### config.mk
export PLATFORM = sky130hd
export DESIGN_NAME = white_run_length_line_filter_top
export DESIGN_NICKNAME = d
export VERILOG_FILES = /design/src/wrl_pkg.sv /design/src/wrl_cfg.sv /design/src/wrl_classify.sv /design/src/wrl_run_track.sv /design/src/wrl_out_queue.sv /design/src/white_run_length_line_filter_top.sv
export SDC_FILE = /design/constraint.sdc
export NUM_CORES = 1
export LEC_CHECK = 0
export ABC_AREA = 1
export CORE_ASPECT_RATIO = 1.75
export CORE_MARGIN = 4
export CORE_UTILIZATION = 59
export CTS_CLUSTER_SIZE = 20
export DETAILED_ROUTE_END_ITERATION = 10
export DONT_BUFFER_PORTS = 1
export PLACE_DENSITY = 0.84
export SYNTH_ARGS = -nofsm -noshare
export SYNTH_HDL_FRONTEND = slang
export SYNTH_HIERARCHICAL = 1
export SYNTH_SLANG_ARGS = --single-unit
### constraint.sdc
create_clock -name clk -period 9.4 [get_ports clk]
set_clock_uncertainty 0.1 [all_clocks]
set_input_delay 1.88 -clock clk [delete_from_list [all_inputs] [get_ports clk]]
set_output_delay 1.88 -clock clk [all_outputs]
set_load 0.1 [all_outputs]
### src/wrl_pkg.sv
// ----------------------------------------------------------------------------
// wrl_pkg
// Shared constants, register codes and stage types of the white run filter.
// ----------------------------------------------------------------------------
`default_nettype none

package wrl_pkg;

  localparam int IMAGE_WIDTH  = 640;
  localparam int IMAGE_HEIGHT = 480;

  localparam int PIX_W      = 8;
  localparam int COL_W      = 10;
  localparam int ROW_W      = 9;
  localparam int LEN_W      = 10;
  localparam int TOT_W      = 19;
  localparam int CFG_IDX_W  = 3;
  localparam int CFG_DATA_W = 19;

  localparam logic [COL_W-1:0] COL_LAST = COL_W'(IMAGE_WIDTH - 1);
  localparam logic [ROW_W-1:0] ROW_LAST = ROW_W'(IMAGE_HEIGHT - 1);
  localparam logic [TOT_W-1:0] TOT_MAX  = '1;

  localparam logic KIND_RUN     = 1'b0;
  localparam logic KIND_VERDICT = 1'b1;

  typedef enum logic [CFG_IDX_W-1:0] {
    REG_COL_LOW,
    REG_COL_HIGH,
    REG_ROW_LOW,
    REG_ROW_HIGH,
    REG_MIN_RUN,
    REG_VALUE_MIN,
    REG_SAT_MAX,
    REG_VERDICT_MIN
  } reg_idx_t;

  typedef struct packed {
    logic [COL_W-1:0] col_low;
    logic [COL_W-1:0] col_high;
    logic [ROW_W-1:0] row_low;
    logic [ROW_W-1:0] row_high;
    logic [LEN_W-1:0] min_run;
    logic [PIX_W-1:0] value_min;
    logic [PIX_W-1:0] sat_max;
    logic [TOT_W-1:0] verdict_min;
  } cfg_t;

  // Pixel with its raster position, held in the input register
  typedef struct packed {
    logic [PIX_W-1:0] blue;
    logic [PIX_W-1:0] green;
    logic [PIX_W-1:0] red;
    logic [COL_W-1:0] col;
    logic [ROW_W-1:0] row;
    logic             end_row;
    logic             frame_end;
  } pix_t;

  // Classified pixel
  typedef struct packed {
    logic             white;
    logic [COL_W-1:0] col;
    logic [ROW_W-1:0] row;
    logic             end_row;
    logic             frame_end;
  } cls_t;

  // All results caused by one pixel
  typedef struct packed {
    logic             has_run;
    logic             has_verdict;
    logic [ROW_W-1:0] row;
    logic [COL_W-1:0] start_col;
    logic [LEN_W-1:0] run_length;
    logic             run_kept;
    logic [TOT_W-1:0] kept_total;
    logic             stop_line;
  } event_t;

  // One result item
  typedef struct packed {
    logic [ROW_W-1:0] row_index;
    logic [COL_W-1:0] start_col;
    logic [LEN_W-1:0] run_length;
    logic             run_kept;
    logic [TOT_W-1:0] kept_total;
    logic             stop_line;
  } res_t;

endpackage

`default_nettype wire

### src/wrl_cfg.sv
// ----------------------------------------------------------------------------
// wrl_cfg
// Configuration register file, write only.
// ----------------------------------------------------------------------------
`default_nettype none

module wrl_cfg
  import wrl_pkg::*;
(
  input  wire logic                  clk,
  input  wire logic                  rst,
  input  wire logic                  cfg_we,
  input  wire logic [CFG_IDX_W-1:0]  cfg_index,
  input  wire logic [CFG_DATA_W-1:0] cfg_data,
  output cfg_t                       cfg
);

  always_ff @(posedge clk) begin
    if (rst) begin
      cfg.col_low     <= COL_W'(160);
      cfg.col_high    <= COL_W'(479);
      cfg.row_low     <= ROW_W'(200);
      cfg.row_high    <= ROW_W'(383);
      cfg.min_run     <= LEN_W'(80);
      cfg.value_min   <= PIX_W'(210);
      cfg.sat_max     <= PIX_W'(50);
      cfg.verdict_min <= TOT_W'(80);
    end else if (cfg_we) begin
      unique case (reg_idx_t'(cfg_index))
        REG_COL_LOW:     cfg.col_low     <= cfg_data[COL_W-1:0];
        REG_COL_HIGH:    cfg.col_high    <= cfg_data[COL_W-1:0];
        REG_ROW_LOW:     cfg.row_low     <= cfg_data[ROW_W-1:0];
        REG_ROW_HIGH:    cfg.row_high    <= cfg_data[ROW_W-1:0];
        REG_MIN_RUN:     cfg.min_run     <= cfg_data[LEN_W-1:0];
        REG_VALUE_MIN:   cfg.value_min   <= cfg_data[PIX_W-1:0];
        REG_SAT_MAX:     cfg.sat_max     <= cfg_data[PIX_W-1:0];
        REG_VERDICT_MIN: cfg.verdict_min <= cfg_data[TOT_W-1:0];
        default: ;
      endcase
    end
  end

endmodule

`default_nettype wire

### src/wrl_classify.sv
// ----------------------------------------------------------------------------
// wrl_classify
// Raster position counters, input register and white pixel test.
// ----------------------------------------------------------------------------
`default_nettype none

module wrl_classify
  import wrl_pkg::*;
(
  input  wire logic             clk,
  input  wire logic             rst,
  input  wire logic             adv,
  input  wire logic             in_valid,
  input  wire logic [PIX_W-1:0] in_blue,
  input  wire logic [PIX_W-1:0] in_green,
  input  wire logic [PIX_W-1:0] in_red,
  input  wire logic             in_row_end,
  input  wire logic             in_frame_end,
  input  cfg_t                  cfg,
  output logic                  cls_valid,
  output cls_t                  cls
);

  logic [COL_W-1:0] col;
  logic [ROW_W-1:0] row;
  logic             end_row;
  logic             pix_valid;
  pix_t             pix;

  logic [PIX_W-1:0]   mx;
  logic [PIX_W-1:0]   mn;
  logic [PIX_W-1:0]   diff;
  logic [16:0]        sat_num;
  logic [16:0]        sat_prod;
  logic [17:0]        sat_den;
  logic               sat_ok;
  logic               in_win;
  cls_t               cls_next;

  assign end_row = in_row_end || in_frame_end || (col >= COL_LAST);

  always_ff @(posedge clk) begin
    if (rst) begin
      col       <= '0;
      row       <= '0;
      pix_valid <= 1'b0;
    end else if (adv) begin
      pix_valid <= in_valid;
      if (in_valid) begin
        if (in_frame_end) begin
          col <= '0;
          row <= '0;
        end else if (end_row) begin
          col <= '0;
          if (row < ROW_LAST) begin
            row <= row + 1'b1;
          end
        end else begin
          col <= col + 1'b1;
        end
      end
    end
  end

  always_ff @(posedge clk) begin
    if (adv) begin
      pix.blue      <= in_blue;
      pix.green     <= in_green;
      pix.red       <= in_red;
      pix.col       <= col;
      pix.row       <= row;
      pix.end_row   <= end_row;
      pix.frame_end <= in_frame_end;
    end
  end

  // saturation <= s_max  <=>  510*(V-min) + V < 2*V*(s_max+1), for V > 0
  always_comb begin
    mx = pix.blue;
    mn = pix.blue;
    if (pix.green > mx) mx = pix.green;
    if (pix.red > mx)   mx = pix.red;
    if (pix.green < mn) mn = pix.green;
    if (pix.red < mn)   mn = pix.red;
    diff     = mx - mn;
    sat_num  = 17'(diff) * 17'd510 + 17'(mx);
    sat_prod = 17'(mx) * 17'({1'b0, cfg.sat_max} + 9'd1);
    sat_den  = {sat_prod, 1'b0};
    sat_ok   = (mx == '0) || ({1'b0, sat_num} < sat_den);
    in_win   = (pix.col >= cfg.col_low) && (pix.col <= cfg.col_high) &&
               (pix.row >= cfg.row_low) && (pix.row <= cfg.row_high);
    cls_next.white     = in_win && (mx >= cfg.value_min) && sat_ok;
    cls_next.col       = pix.col;
    cls_next.row       = pix.row;
    cls_next.end_row   = pix.end_row;
    cls_next.frame_end = pix.frame_end;
  end

  always_ff @(posedge clk) begin
    if (rst) begin
      cls_valid <= 1'b0;
    end else if (adv) begin
      cls_valid <= pix_valid;
    end
  end

  always_ff @(posedge clk) begin
    if (adv) begin
      cls <= cls_next;
    end
  end

endmodule

`default_nettype wire

### src/wrl_run_track.sv
// ----------------------------------------------------------------------------
// wrl_run_track
// Run length tracking, run judgement and frame total.
// ----------------------------------------------------------------------------
`default_nettype none

module wrl_run_track
  import wrl_pkg::*;
(
  input  wire logic clk,
  input  wire logic rst,
  input  wire logic adv,
  input  wire logic cls_valid,
  input  cls_t      cls,
  input  cfg_t      cfg,
  output logic      push,
  output event_t    ev
);

  logic [LEN_W-1:0] run_count;
  logic [COL_W-1:0] run_start;
  logic [TOT_W-1:0] frame_kept;

  logic [LEN_W-1:0] count_next;
  logic [COL_W-1:0] start_next;
  logic             emit_run;
  logic             kept;
  logic [TOT_W:0]   sum;
  logic [TOT_W-1:0] total;
  logic             step;

  assign step = adv && cls_valid;

  always_comb begin
    count_next = run_count;
    start_next = run_start;
    if (cls.white) begin
      if (run_count == '0) start_next = cls.col;
      count_next = run_count + 1'b1;
    end
    emit_run = (!cls.white || cls.end_row) && (count_next != '0);
    kept     = count_next >= cfg.min_run;
    sum      = {1'b0, frame_kept} + ((emit_run && kept) ? (TOT_W+1)'(count_next) : '0);
    total    = sum[TOT_W] ? TOT_MAX : sum[TOT_W-1:0];

    ev.has_run     = emit_run;
    ev.has_verdict = cls.frame_end;
    ev.row         = cls.row;
    ev.start_col   = start_next;
    ev.run_length  = count_next;
    ev.run_kept    = kept;
    ev.kept_total  = total;
    ev.stop_line   = total >= cfg.verdict_min;
  end

  assign push = step && (emit_run || cls.frame_end);

  always_ff @(posedge clk) begin
    if (rst) begin
      run_count  <= '0;
      run_start  <= '0;
      frame_kept <= '0;
    end else if (step) begin
      run_start  <= start_next;
      run_count  <= emit_run ? '0 : count_next;
      frame_kept <= cls.frame_end ? '0 : total;
    end
  end

endmodule

`default_nettype wire

### src/wrl_out_queue.sv
// ----------------------------------------------------------------------------
// wrl_out_queue
// Two-entry queue of per-pixel results, sent one item at a time.
// ----------------------------------------------------------------------------
`default_nettype none

module wrl_out_queue
  import wrl_pkg::*;
(
  input  wire logic clk,
  input  wire logic rst,
  input  wire logic push,
  input  event_t    ev_in,
  output logic      full,
  output logic      out_valid,
  input  wire logic out_ready,
  output logic      out_kind,
  output logic      out_last,
  output res_t      out_res
);

  event_t     mem [2];
  logic       wr_ptr;
  logic       rd_ptr;
  logic [1:0] count;
  logic       sent_run;
  event_t     head;
  logic       fire;
  logic       pop;
  logic       run_now;

  assign head      = mem[rd_ptr];
  assign full      = (count == 2'd2);
  assign out_valid = (count != 2'd0);
  assign run_now   = head.has_run && !sent_run;
  assign out_kind  = run_now ? KIND_RUN : KIND_VERDICT;
  assign out_last  = !(run_now && head.has_verdict);
  assign fire      = out_valid && out_ready;
  assign pop       = fire && out_last;

  always_comb begin
    out_res = '0;
    if (run_now) begin
      out_res.row_index  = head.row;
      out_res.start_col  = head.start_col;
      out_res.run_length = head.run_length;
      out_res.run_kept   = head.run_kept;
    end else begin
      out_res.kept_total = head.kept_total;
      out_res.stop_line  = head.stop_line;
    end
  end

  always_ff @(posedge clk) begin
    if (push) begin
      mem[wr_ptr] <= ev_in;
    end
  end

  always_ff @(posedge clk) begin
    if (rst) begin
      wr_ptr   <= 1'b0;
      rd_ptr   <= 1'b0;
      count    <= 2'd0;
      sent_run <= 1'b0;
    end else begin
      if (push) wr_ptr <= !wr_ptr;
      if (pop)  rd_ptr <= !rd_ptr;
      case ({push, pop})
        2'b10:   count <= count + 2'd1;
        2'b01:   count <= count - 2'd1;
        default: count <= count;
      endcase
      if (pop) begin
        sent_run <= 1'b0;
      end else if (fire) begin
        sent_run <= 1'b1;
      end
    end
  end

  a_count_bound: assert property (@(posedge clk) disable iff (rst)
    count <= 2'd2) else $error("result queue count out of range");

  a_no_push_full: assert property (@(posedge clk) disable iff (rst)
    push |-> !full) else $error("push into full result queue");

  a_not_last_is_run: assert property (@(posedge clk) disable iff (rst)
    (out_valid && !out_last) |-> (out_kind == KIND_RUN))
    else $error("non-final item is not a run record");

  a_verdict_follows: assert property (@(posedge clk) disable iff (rst)
    (fire && !out_last) |=> (out_valid && out_kind == KIND_VERDICT && out_last))
    else $error("verdict does not follow its run record");

endmodule

`default_nettype wire

### src/white_run_length_line_filter_top.sv
// ----------------------------------------------------------------------------
// white_run_length_line_filter_top
// White pixel run-length filter with per-frame stop-line verdict.
// ----------------------------------------------------------------------------
// Takes one pixel per clock in raster order while s_tready is high. A pixel
// passes through an input register, a classify register and the run tracker
// into a two-entry result queue; the first result of a pixel is registered in
// that queue before m_tvalid rises for it. A pixel that ends both a run and the
// frame yields two items (run record, then verdict), which leave the queue one
// after the other; s_tready drops only while the result queue is full. No
// clearing pass after reset.
`default_nettype none

module white_run_length_line_filter_top
  import wrl_pkg::*;
(
  input  wire logic                  clk,
  input  wire logic                  rst,
  // s_tdata: blue[7:0], green[15:8], red[23:16]
  input  wire logic [23:0]           s_tdata,
  input  wire logic                  s_tvalid,
  output logic                       s_tready,
  input  wire logic                  s_tlast,   // row_end
  input  wire logic                  s_tuser,   // frame_end
  // m_tdata: row_index[8:0], start_col[18:9], run_length[28:19], run_kept[29],
  //          kept_total[48:30], stop_line[49], zero[55:50]
  output logic [55:0]                m_tdata,
  output logic                       m_tvalid,
  input  wire logic                  m_tready,
  output logic                       m_tlast,   // last
  output logic                       m_tuser,   // kind
  input  wire logic                  cfg_we,
  input  wire logic [CFG_IDX_W-1:0]  cfg_index,
  input  wire logic [CFG_DATA_W-1:0] cfg_data
);

  cfg_t   cfg;
  logic   adv;
  logic   full;
  logic   cls_valid;
  cls_t   cls;
  logic   push;
  event_t ev;
  res_t   res;

  assign adv      = !full;
  assign s_tready = adv;

  wrl_cfg u_cfg (
    .clk       (clk),
    .rst       (rst),
    .cfg_we    (cfg_we),
    .cfg_index (cfg_index),
    .cfg_data  (cfg_data),
    .cfg       (cfg)
  );

  wrl_classify u_classify (
    .clk          (clk),
    .rst          (rst),
    .adv          (adv),
    .in_valid     (s_tvalid),
    .in_blue      (s_tdata[7:0]),
    .in_green     (s_tdata[15:8]),
    .in_red       (s_tdata[23:16]),
    .in_row_end   (s_tlast),
    .in_frame_end (s_tuser),
    .cfg          (cfg),
    .cls_valid    (cls_valid),
    .cls          (cls)
  );

  wrl_run_track u_run_track (
    .clk       (clk),
    .rst       (rst),
    .adv       (adv),
    .cls_valid (cls_valid),
    .cls       (cls),
    .cfg       (cfg),
    .push      (push),
    .ev        (ev)
  );

  wrl_out_queue u_out_queue (
    .clk       (clk),
    .rst       (rst),
    .push      (push),
    .ev_in     (ev),
    .full      (full),
    .out_valid (m_tvalid),
    .out_ready (m_tready),
    .out_kind  (m_tuser),
    .out_last  (m_tlast),
    .out_res   (res)
  );

  assign m_tdata = {6'b0, res.stop_line, res.kept_total, res.run_kept,
                    res.run_length, res.start_col, res.row_index};

endmodule

`default_nettype wire
# Yosys cells after proc, flatten, opt, wreduce, memory -nomap -nowiden
# Memories as Yosys holds them, arrays and structs flattened. A register that Yosys moved wholly into a read port is not among the register bits.
# Index checks and enable logic that the tools add are counted.
totals:
  mem_count: 1
  ramBits: 104
  elab_cells: 135
  out_inout_bits: 60
  inputBits: 53
  ff_bits: 215
memory_table:
  columns: ["name", "words", "word_bits", "rd", "rd_ports_with_merged_regs", "write_ports", "line_no", "text"]
  rows:
  - ["u_out_queue.mem", 2, 52, 1, 1, 1, "wrl_out_queue.sv:22", "event_t mem [2];"]
classes:
  eq_ne: 10
  n_reduce_logical: 43
  order_cmp: 14
  n_mux: 24
  n_bitwise: 1
  n_mul: 2
  addsub: 9
ops:
  columns: ["operator", "n"]
  rows:
  - ["$mux W10", 7]
  - ["$mux W19", 2]
  - ["$mux W8", 4]
  - ["$mux W30", 1]
  - ["$mux W9", 3]
  - ["$add A10 B1 Y10 const B", 2]
  - ["$add A19 B20 Y20", 1]
  - ["$ge A10 B10 Y1", 2]
  - ["$mux W20", 1]
  - ["$ge A19 B19 Y1", 1]
  - ["$lt A17 B18 Y1", 1]
  - ["$reduce_and A2 Y1", 9]
  - ["$add A17 B8 Y17", 1]
  - ["$mul A8 B17 Y17", 1]
  - ["$gt A8 B8 Y1", 2]
  - ["$lt A8 B8 Y1", 2]
  - ["$mul A8 B8 Y16 const B", 1]
  - ["$logic_and A1 B1 Y1", 13]
  - ["$eq A3 B3 Y1 const B", 4]
  - ["$ge A10 B10 Y1 const B", 1]
  - ["$le A10 B10 Y1", 1]
  - ["$logic_not A10 Y1", 1]
  - ["$reduce_bool A10 Y1", 1]
  - ["$add A8 B1 Y9 const B", 1]
  - ["other kinds (22)", 40]

# Logic depth before layout (Yosys ltp)
# Gate-level depths: netlist (run 1).
depth:
  word_depth: 10
  depth_mapped: 70
  depth_no_buf: 69

# Cells and area by module
# Netlist (run 1), hierarchy kept.
by_module_without_submodules:
  columns: ["mod", "area_each_um2", "cells_each", "instances", "seq_area_each_um2"]
  rows:
  - ["wrl_classify", 10403.7, 1296, 1, 2432.3]
  - ["wrl_out_queue", 4322.9, 356, 1, 3243.1]
  - ["wrl_run_track", 3917.5, 634, 1, 780.7]
  - ["wrl_cfg", 3194.3, 453, 1, 1661.6]
  - ["white_run_length_line_filter_top", 52.6, 8, 1, 0.0]

# Worst setup path before layout (run 1)
# OpenSTA, ideal clock, no wires.
synth_timing:
  path_kind: "register to register"
  from: "register u_classify/pix[30] (netlist name)"
  to: "register u_classify/cls[21] (netlist name)"
  stages_incl_launch_ff: 61
  setup_ns: 0.255
  required_time_ns: 9.045
  path_buffers: 3
  setup_slack_ns: 0.164
  period_less_slack_ns: 9.236
  arrival_ns: 8.881
  cell_sequence: "edfxtp_1 ha_1 nand2_1 nand2_1 nand2_1 nand2_1 nand2_1 nand2_2 buf_6 clkbuf_1 o21ai_0 ha_1 a21oi_1 nor2_1 a211oi_1 nand2_2 buf_6 inv_1 [... 25 more ...] a21oi_1 o21ai_0 a21oi_1 o21ai_0 xor2_1 nand3_1 nor2_1 inv_1 nand2_1 nand2_1 ha_1 inv_1 nor2_1 nand3_1 nor2_1 a21oi_1 a21oi_1 nor2_1"
synth_rtl:
  columns: ["item", "line_no", "text"]
  rows:
  - ["from (decl)", "wrl_classify.sv:28", "pix_t pix;"]

==> results by group, run 1 <==
Global route
  • Largest net degree at the start of global routing: 84
  • First-pass GRT wire length: 85,800 µm
  • Grt total ovfl: 0
  • Number of global-route vias before repair: 18,300
  • GRT Util Overall: 25.6%
  • Initial antenna violation count: 0

Timing
  • Relative slew slack: 16.4%
  • Fmax: 106 MHz
  • Hold_ws: 334 ps
  • Final period util: 99.9%
  • Finish-stage setup viols: 0
  • Min Tclk post-route: 9390 ps
  • Final slew viol count: 0
  • Final Hold Fails: 0
  • Final WS setup: 6.56 ps
  • Slew at the pin with the worst max-slew slack: 1250 ps

Clocking
  • CTS sink cnt: 320
  • TritonCTS clock tree: done
  • CTS Buffer Depth: 3
  • Clock Latency Late Sink: 580 ps
  • Root Buffer Master: clkbuf_16
  • Cts bufs inserted: 27
  • CTS clk-pin slew, worst paths: 80 ps
  • Hold Buf Count CTS: 0
  • Htree depth: 1

Hold path
  • Hold WC Path Type: register to register

Routing
  • DRT Pass-1 Iters: 5
  • Final wirelength: 54,500 µm
  • Drc violations: 0
  • Vias: 18,200
  • WL/cell: 16.7 µm
  • DR iter-0 viols: 881
  • Vias per cell: 5.55
  • DRT antenna net count: 0

Place
  • Post-DP Area: 22,400 µm²
  • Pre-CTS WS: -308 ps
  • PortBufs: 0
  • Routability cong.: 0.968
  • HPWL Detailed: 41,500 µm

Synthesis
  • Seq/Total Area, Yosys: 37.1%
  • Top-area cell type share of the netlist area: 23.5%
  • Mapped cell area: 21,900 µm²
  • Most frequent cell after synthesis: nand2_1
  • Synth unique cells: 58
  • Cells after Synth: 2,747
  • Avg Inst Size Synth: 7.97 µm²
  • Register bit total from synthesis: 320
  • Post-synth top area cell: edfxtp_1
  • Syn. warnings: 6
  • Asr flop ratio synth: 0%
  • Synth cell count leaders: nand2_1, inv_1, nor2_1, ha_1, edfxtp_1
  • Primary FF master, synth: edfxtp_1
  • Top cells by area, synth: edfxtp_1, dfxtp_1, ha_1, nand2_1, inv_1
  • Post-synth EDFFs: 171

Floorplanning
  • Chip Width: 154 µm
  • Starting Density: 59.5%
  • Row Count: 93
  • Die H: 263 µm
  • Core outline area: 36,800 µm²
  • I/O Pins: 113
  • Die area: 40,400 µm²

Status
  • Outcome: complete, no violations

Worst setup path
  • Critical Path AT: 9640 ps
  • Slowest cell on the critical path: fa_2
  • CP Max Fanout: 6
  • Nature of the critical path startpoint: register
  • CP max stage delay: 620 ps
  • Kind of critical path: register to register
  • CP required: 9650 ps
  • CP Capture Type: register

Cells and area
  • Fillers: 2,962
  • # diodes: 0
  • Final instance area: 24,200 µm²
  • Fraction of layout cells with a size suffix above 1: 12.9%
  • Area delta synth->final: 10.6%
  • Multi-input gate area: 12,300 µm²
  • Sequential cell area: 8120 µm²
  • Fin nets: 3,107
  • Core Util, Final: 65.9%

Run
  • Total of max-cap violations: 0
-- cell type report --
cell class / instances / share of cell area (%)
multi-input cells: 1890 / 50.8
flip-flops and latches: 320 / 33.5
inverters: 471 / 7.34
clock buffers: 38 / 3.25
well taps: 475 / 2.45
repair buffers: 65 / 2.13
clock inverters: 12 / 0.537
-- worst paths after layout --
| kind | from | endpoint | slack [ps] | depth (start not counted) |
|---|---|---|---|---|
| max | u_classify/pix[34] | u_classify/cls[21] | 7 | 50 |
| min | u_classify/row[8] | u_classify/cls_next[10] | 330 | 0 |
| max reg2reg | u_classify/pix[34] | u_classify/cls[21] | 7 | 50 |
| min reg2reg | u_classify/row[8] | u_classify/cls_next[10] | 330 | 0 |
-- per-stage QoR --
step,instances,TNS (ps)
after floorplan,2752,0
final,3271,0
after CTS,3242,0
after global routing,3271,-318
after global placement,3189,0
after detailed placement,3189,-308
-- repair_timing --
| action | in CTS | in global routing |
|---|---|---|
| pin swaps | 2 | 61 |
| cloned | 0 | 2 |
| endpoints found under the setup margin | 1 | 1 |
| resized for setup | 18 | 130 |
| buffers inserted | 3 | 27 |
-- cell families (layout without fill, tap and decap cells) --
family / Yosys count / count (layout) / share of synthesized area, %
buf+inv: 544 / 586 / 10.1
xor+xnor: 60 / 60 / 2.52
other cells: 1 / 6 / 0.0171
compound gates: 283 / 283 / 7.28
flops: 320 / 320 / 37.1
simple gates: 1260 / 1262 / 24.9
fa+ha+maj: 279 / 279 / 18.1
-- layout by cell type (no fill, tap or decap), types with 28 or more instances in the layout --
cell | netlist | final
inv_1 | 457 | 441
a21oi_2 | 10 | 42
nand3_1 | 161 | 156
a21oi_1 | 146 | 113
fa_1 | 64 | 62
edfxtp_1 | 171 | 171
buf_4 | 23 | 60
ha_1 | 215 | 196
o21ai_0 | 62 | 43
nand2_1 | 694 | 679
nor2_1 | 252 | 243
dfxtp_1 | 149 | 148
xor2_1 | 44 | 39
nand2_2 | 31 | 44
clkbuf_16 | 0 | 28
-- critical path: cells and delay by family (launching register included) --
kind	cells	cell delay, ps
simple gates	19	2040
xor+xnor	3	520
buf+inv	8	950
fa+ha+maj	9	3090
compound gates	11	1920
flops	1	500
-- routing by layer --
metal,share of wire [%],wire length (µm),global-route usage (%),vias to the layer above
li1,-,-,-,8799
met1,33,18000,24.3,8502
met2,54,29400,49.6,573
met3,5.2,2830,4.19,278
met4,7.7,4200,16.4,0
met5,0,0,0,-
-- sequential cells by signal, summed over array words and instances, names as in the netlist, 2 cells and up, named ones only --
name and flops:
u_out_queue/count 2, u_classify/cls 22, u_classify/row 9, u_run_track/run_start 10, u_out_queue/mem 104, u_classify/pix 24
u_run_track/frame_kept 19, u_run_track/run_count 10, u_classify/col 10, u_cfg/cfg 83, u_classify/cls_next 21
Power of run 1 is left out: the tool's default activity adds up to more than one toggle a clock period on the data nets, which glitch-free logic cannot reach.
==> inputs of run 2 (changes only) <==
--- a/config.mk
+++ b/config.mk
@@ -5,7 +5,6 @@
 export SDC_FILE = /design/constraint.sdc
 export NUM_CORES = 1
 export LEC_CHECK = 0
-export ABC_AREA = 1
 export CORE_ASPECT_RATIO = 1.75
 export CORE_MARGIN = 4
 export CORE_UTILIZATION = 59
==> run 2 against run 1 <==
The flow now finishes with violations (negative setup slack); clock-buffer cell count is 2 lower; global-route usage is 0.83 points lower; wire length is 7.7% lower.
==> results by group, run 2 <==
Status
  • Outcome: finished with violations (was complete, no violations)
  • Failing checks: negative setup slack

Place
  • Post-DP Area: 22,700 µm² (was 22,400 µm²)
  • Dpl cells: 2,633 (was 3,189)
  • HPWL Detailed: 38,500 µm (was 41,500 µm)
  • Routability cong.: 0.973 (was 0.968)
  • Pre-CTS WS: -384 ps (was -308 ps)
  • PortBufs: 0 (unchanged)

Cells and area
  • Finished Layout Cells: 2,700 (was 3,271)
  • Fin nets: 2,540 (was 3,107)
  • # diodes: 0 (unchanged)
  • Most flops, register: u_out_queue/mem (unchanged)
  • Commonest non-fill, non-tap cells in the layout: inv_1, ha_1, edfxtp_1, nor2_1, dfxtp_1 (was nand2_1, inv_1, nor2_1, ha_1, edfxtp_1)
  • Sequential cell area: 8120 µm² (unchanged)
  • Commonest non-fill, non-tap cell in the layout: inv_1 (was nand2_1)
  • Fillers: 2,632 (was 2,962)
  • Final instance area: 24,100 µm² (was 24,200 µm²)
  • Fraction of layout cells with a size suffix above 1: 16.1% (was 12.9%)
  • Multi-input gate area: 12,500 µm² (was 12,300 µm²)
  • Area delta synth->final: 12.2% (was 10.6%)
  • Biggest regs: u_out_queue/mem: 104 flops, u_cfg/cfg: 83 flops, u_classify/pix: 24 flops (unchanged)
  • Max reg flops: 104 (unchanged)

Floorplanning
  • Core outline area: 36,000 µm² (was 36,800 µm²)
  • Die area: 39,600 µm² (was 40,400 µm²)
  • I/O Pins: 113 (unchanged)
  • Row Count: 92 (was 93)
  • Die H: 260 µm (was 263 µm)
  • Starting Density: 59.6% (was 59.5%)
  • Chip Width: 152 µm (was 154 µm)

Worst setup path
  • Kind of critical path: register to register (unchanged)
  • Reg-to-reg endpoint: u_classify/cls[21] (unchanged)
  • CP Max Fanout: 4 (was 6)
  • CP Capture Type: register (unchanged)
  • Worst setup path endpoint: u_classify/cls[21] (unchanged)
  • CP required: 9570 ps (was 9650 ps)
  • Slowest cell on the critical path: fa_1 (was fa_2)
  • Reg2Reg Setup Slack: -400 ps (was 7 ps)
  • Critical Path AT: 9970 ps (was 9640 ps)
  • Reg-to-Reg Start: u_classify/pix[38] (was u_classify/pix[34])
  • Critical Path Start: u_classify/pix[38] (was u_classify/pix[34])
  • Worst R2R Path Depth: 51 (was 50)
  • CP max stage delay: 510 ps (was 620 ps)
  • Nature of the critical path startpoint: register (unchanged)

Routing
  • Final wirelength: 50,300 µm (was 54,500 µm)
  • DRT antenna net count: 0 (unchanged)
  • Vias: 15,800 (was 18,200)
  • Drc violations: 0 (unchanged)
  • Vias per cell: 5.87 (was 5.55)
  • WL/cell: 18.6 µm (was 16.7 µm)
  • DR iter-0 viols: 814 (was 881)
  • DRT Pass-1 Iters: 6 (was 5)

Global route
  • GRT Util Overall: 24.8% (was 25.6%)
  • Largest net degree at the start of global routing: 148 (was 84)
  • Number of global-route vias before repair: 16,500 (was 18,300)
  • First-pass GRT wire length: 80,400 µm (was 85,800 µm)
  • Grt total ovfl: 0 (unchanged)
  • Initial antenna violation count: 0 (unchanged)

Timing
  • Final WS setup: -396 ps (was 6.56 ps)
  • Min Tclk post-route: 9800 ps (was 9390 ps)
  • Unrepaired setup endpoints after global routing: true
  • Total negative slack: -396 ps (was 0 ps)
  • Final period util: 104% (was 99.9%)
  • Final Hold Fails: 0 (unchanged)
  • Finish-stage setup viols: 1 (was 0)
  • Slew at the pin with the worst max-slew slack: 1140 ps (was 1250 ps)
  • Final slew viol count: 0 (unchanged)
  • Relative slew slack: 24.0% (was 16.4%)
  • Fmax: 102 MHz (was 106 MHz)

Synthesis
  • Post-synthesis mux area share: 7.43% (was 0%)
  • Asr flop ratio synth: 0% (unchanged)
  • Main combinational cell family by area after synthesis: adder cells (was simple AND/OR/NAND/NOR gates)
  • Post-synthesis simple-gate area fraction: 15.0% (was 24.9%)
  • Synth cell count leaders: inv_1, nor2_1, ha_1, edfxtp_1, dfxtp_1 (was nand2_1, inv_1, nor2_1, ha_1, edfxtp_1)
  • Top-area cell type share of the netlist area: 23.9% (was 23.5%)
  • Top cells by area, synth: edfxtp_1, dfxtp_1, ha_1, mux2i_1, fa_1 (was edfxtp_1, dfxtp_1, ha_1, nand2_1, inv_1)
  • Synth unique cells: 107 (was 58)
  • Avg Inst Size Synth: 10.0 µm² (was 7.97 µm²)
  • Syn. warnings: 6 (unchanged)
  • Register bit total from synthesis: 320 (unchanged)
  • Post-synth top area cell: edfxtp_1 (unchanged)
  • Area share of xor/xnor cells in the synthesized design: 4.40% (was 2.52%)
  • Cells after Synth: 2,136 (was 2,747)
  • Synthesized-area fraction occupied by adder cells: 18.8% (was 18.1%)
  • Post-synth EDFFs: 171 (unchanged)
  • Synth Area in Compound Gates: 10.4% (was 7.28%)
  • Seq/Total Area, Yosys: 37.8% (was 37.1%)
  • Primary FF master, synth: edfxtp_1 (unchanged)
  • Mapped cell area: 21,500 µm² (was 21,900 µm²)

Clocking
  • CTS clk-pin slew, worst paths: 70 ps (was 80 ps)
  • Hold Buf Count CTS: 0 (unchanged)
  • CTS sink cnt: 320 (unchanged)
  • CTS Buffer Depth: 3 (unchanged)
  • Cts bufs inserted: 28 (was 27)
  • Root Buffer Master: clkbuf_16 (unchanged)
  • Htree depth: 1 (unchanged)
  • TritonCTS clock tree: done (unchanged)
  • Clock Latency Late Sink: 560 ps (was 580 ps)

Run
  • Total of max-cap violations: 0 (unchanged)

Hold path
  • Hold WC Path Type: register to register (unchanged)
  • Hold Path Origin: u_classify/cls_next[0] (was u_classify/row[8])
run 2: changes by cell type after synthesis, sizes merged, moves of 31 or more:
cell / delta
nor2b: +31
nand2: -619
mux2i: +144
a21oi: -62
a21o: +36
nor2: -56
nand2b: +95
nand3: -148
inv: -244
xnor2: +49
run 2: how the worst min path moves through the flow:
stage,end,slack (ps),cells past startpoint
2_1_floorplan,u_classify/cls[0],300,0
3_3_place_gp,u_classify/cls[0],300,0
3_5_place_dp,u_classify/cls[0],310,0
4_1_cts,u_classify/cls[0],340,0
5_1_grt,u_classify/cls[0],360,0
6_report,u_classify/cls[0],340,0
run 2: cells by family after synthesis:
group | Yosys count
fa+ha+maj | 284
compound gates | 320
xor+xnor | 104
other cells | 1
buf+inv | 316
simple gates | 634
mux | 157
flops | 320
run 2: cell type report:
cell class,instances,share of cell area [%]
clock buffers,36,3.25
clock inverters,16,0.879
inverters,225,3.52
multi-input cells,1505,52.1
flip-flops and latches,320,33.7
well taps,470,2.44
repair buffers,128,4.11
run 2: through the flow:
stage	hold WS [ps]	utilization, %
6_report	338	66.8
5_1_grt	357	66.8
4_1_cts	338	66.3
3_5_place_dp	307	63.1
3_3_place_gp	303	63.1
2_1_floorplan	300	-
run 2: worst max-delay path, delay by kind of cell (launching register included):
kind,cells,cell delay [ps]
compound gates,20,2940
xor+xnor,5,770
fa+ha+maj,10,3260
buf+inv,6,560
flops,1,430
mux,1,270
simple gates,9,1180
run 2: routing by layer:
metal  vias up  GRT usage [%]  routed length (µm)
met1      7632           23.6               16600
met3       209           3.02                2210
met5         -              0                   0
met4         0           15.5                3600
met2       516           49.4               27900
li1       7492              -                   -
run 2: timing repair:
| item | 4_1_cts | 5_1_grt |
|---|---|---|
| setup endpoints to repair | 1 | 1 |
| buffers inserted | 11 | 4 |
| gates cloned | 0 | 0 |
| resized for setup | 21 | 26 |
| pin swaps | 25 | 25 |
Power of run 2 is left out for the same reason.
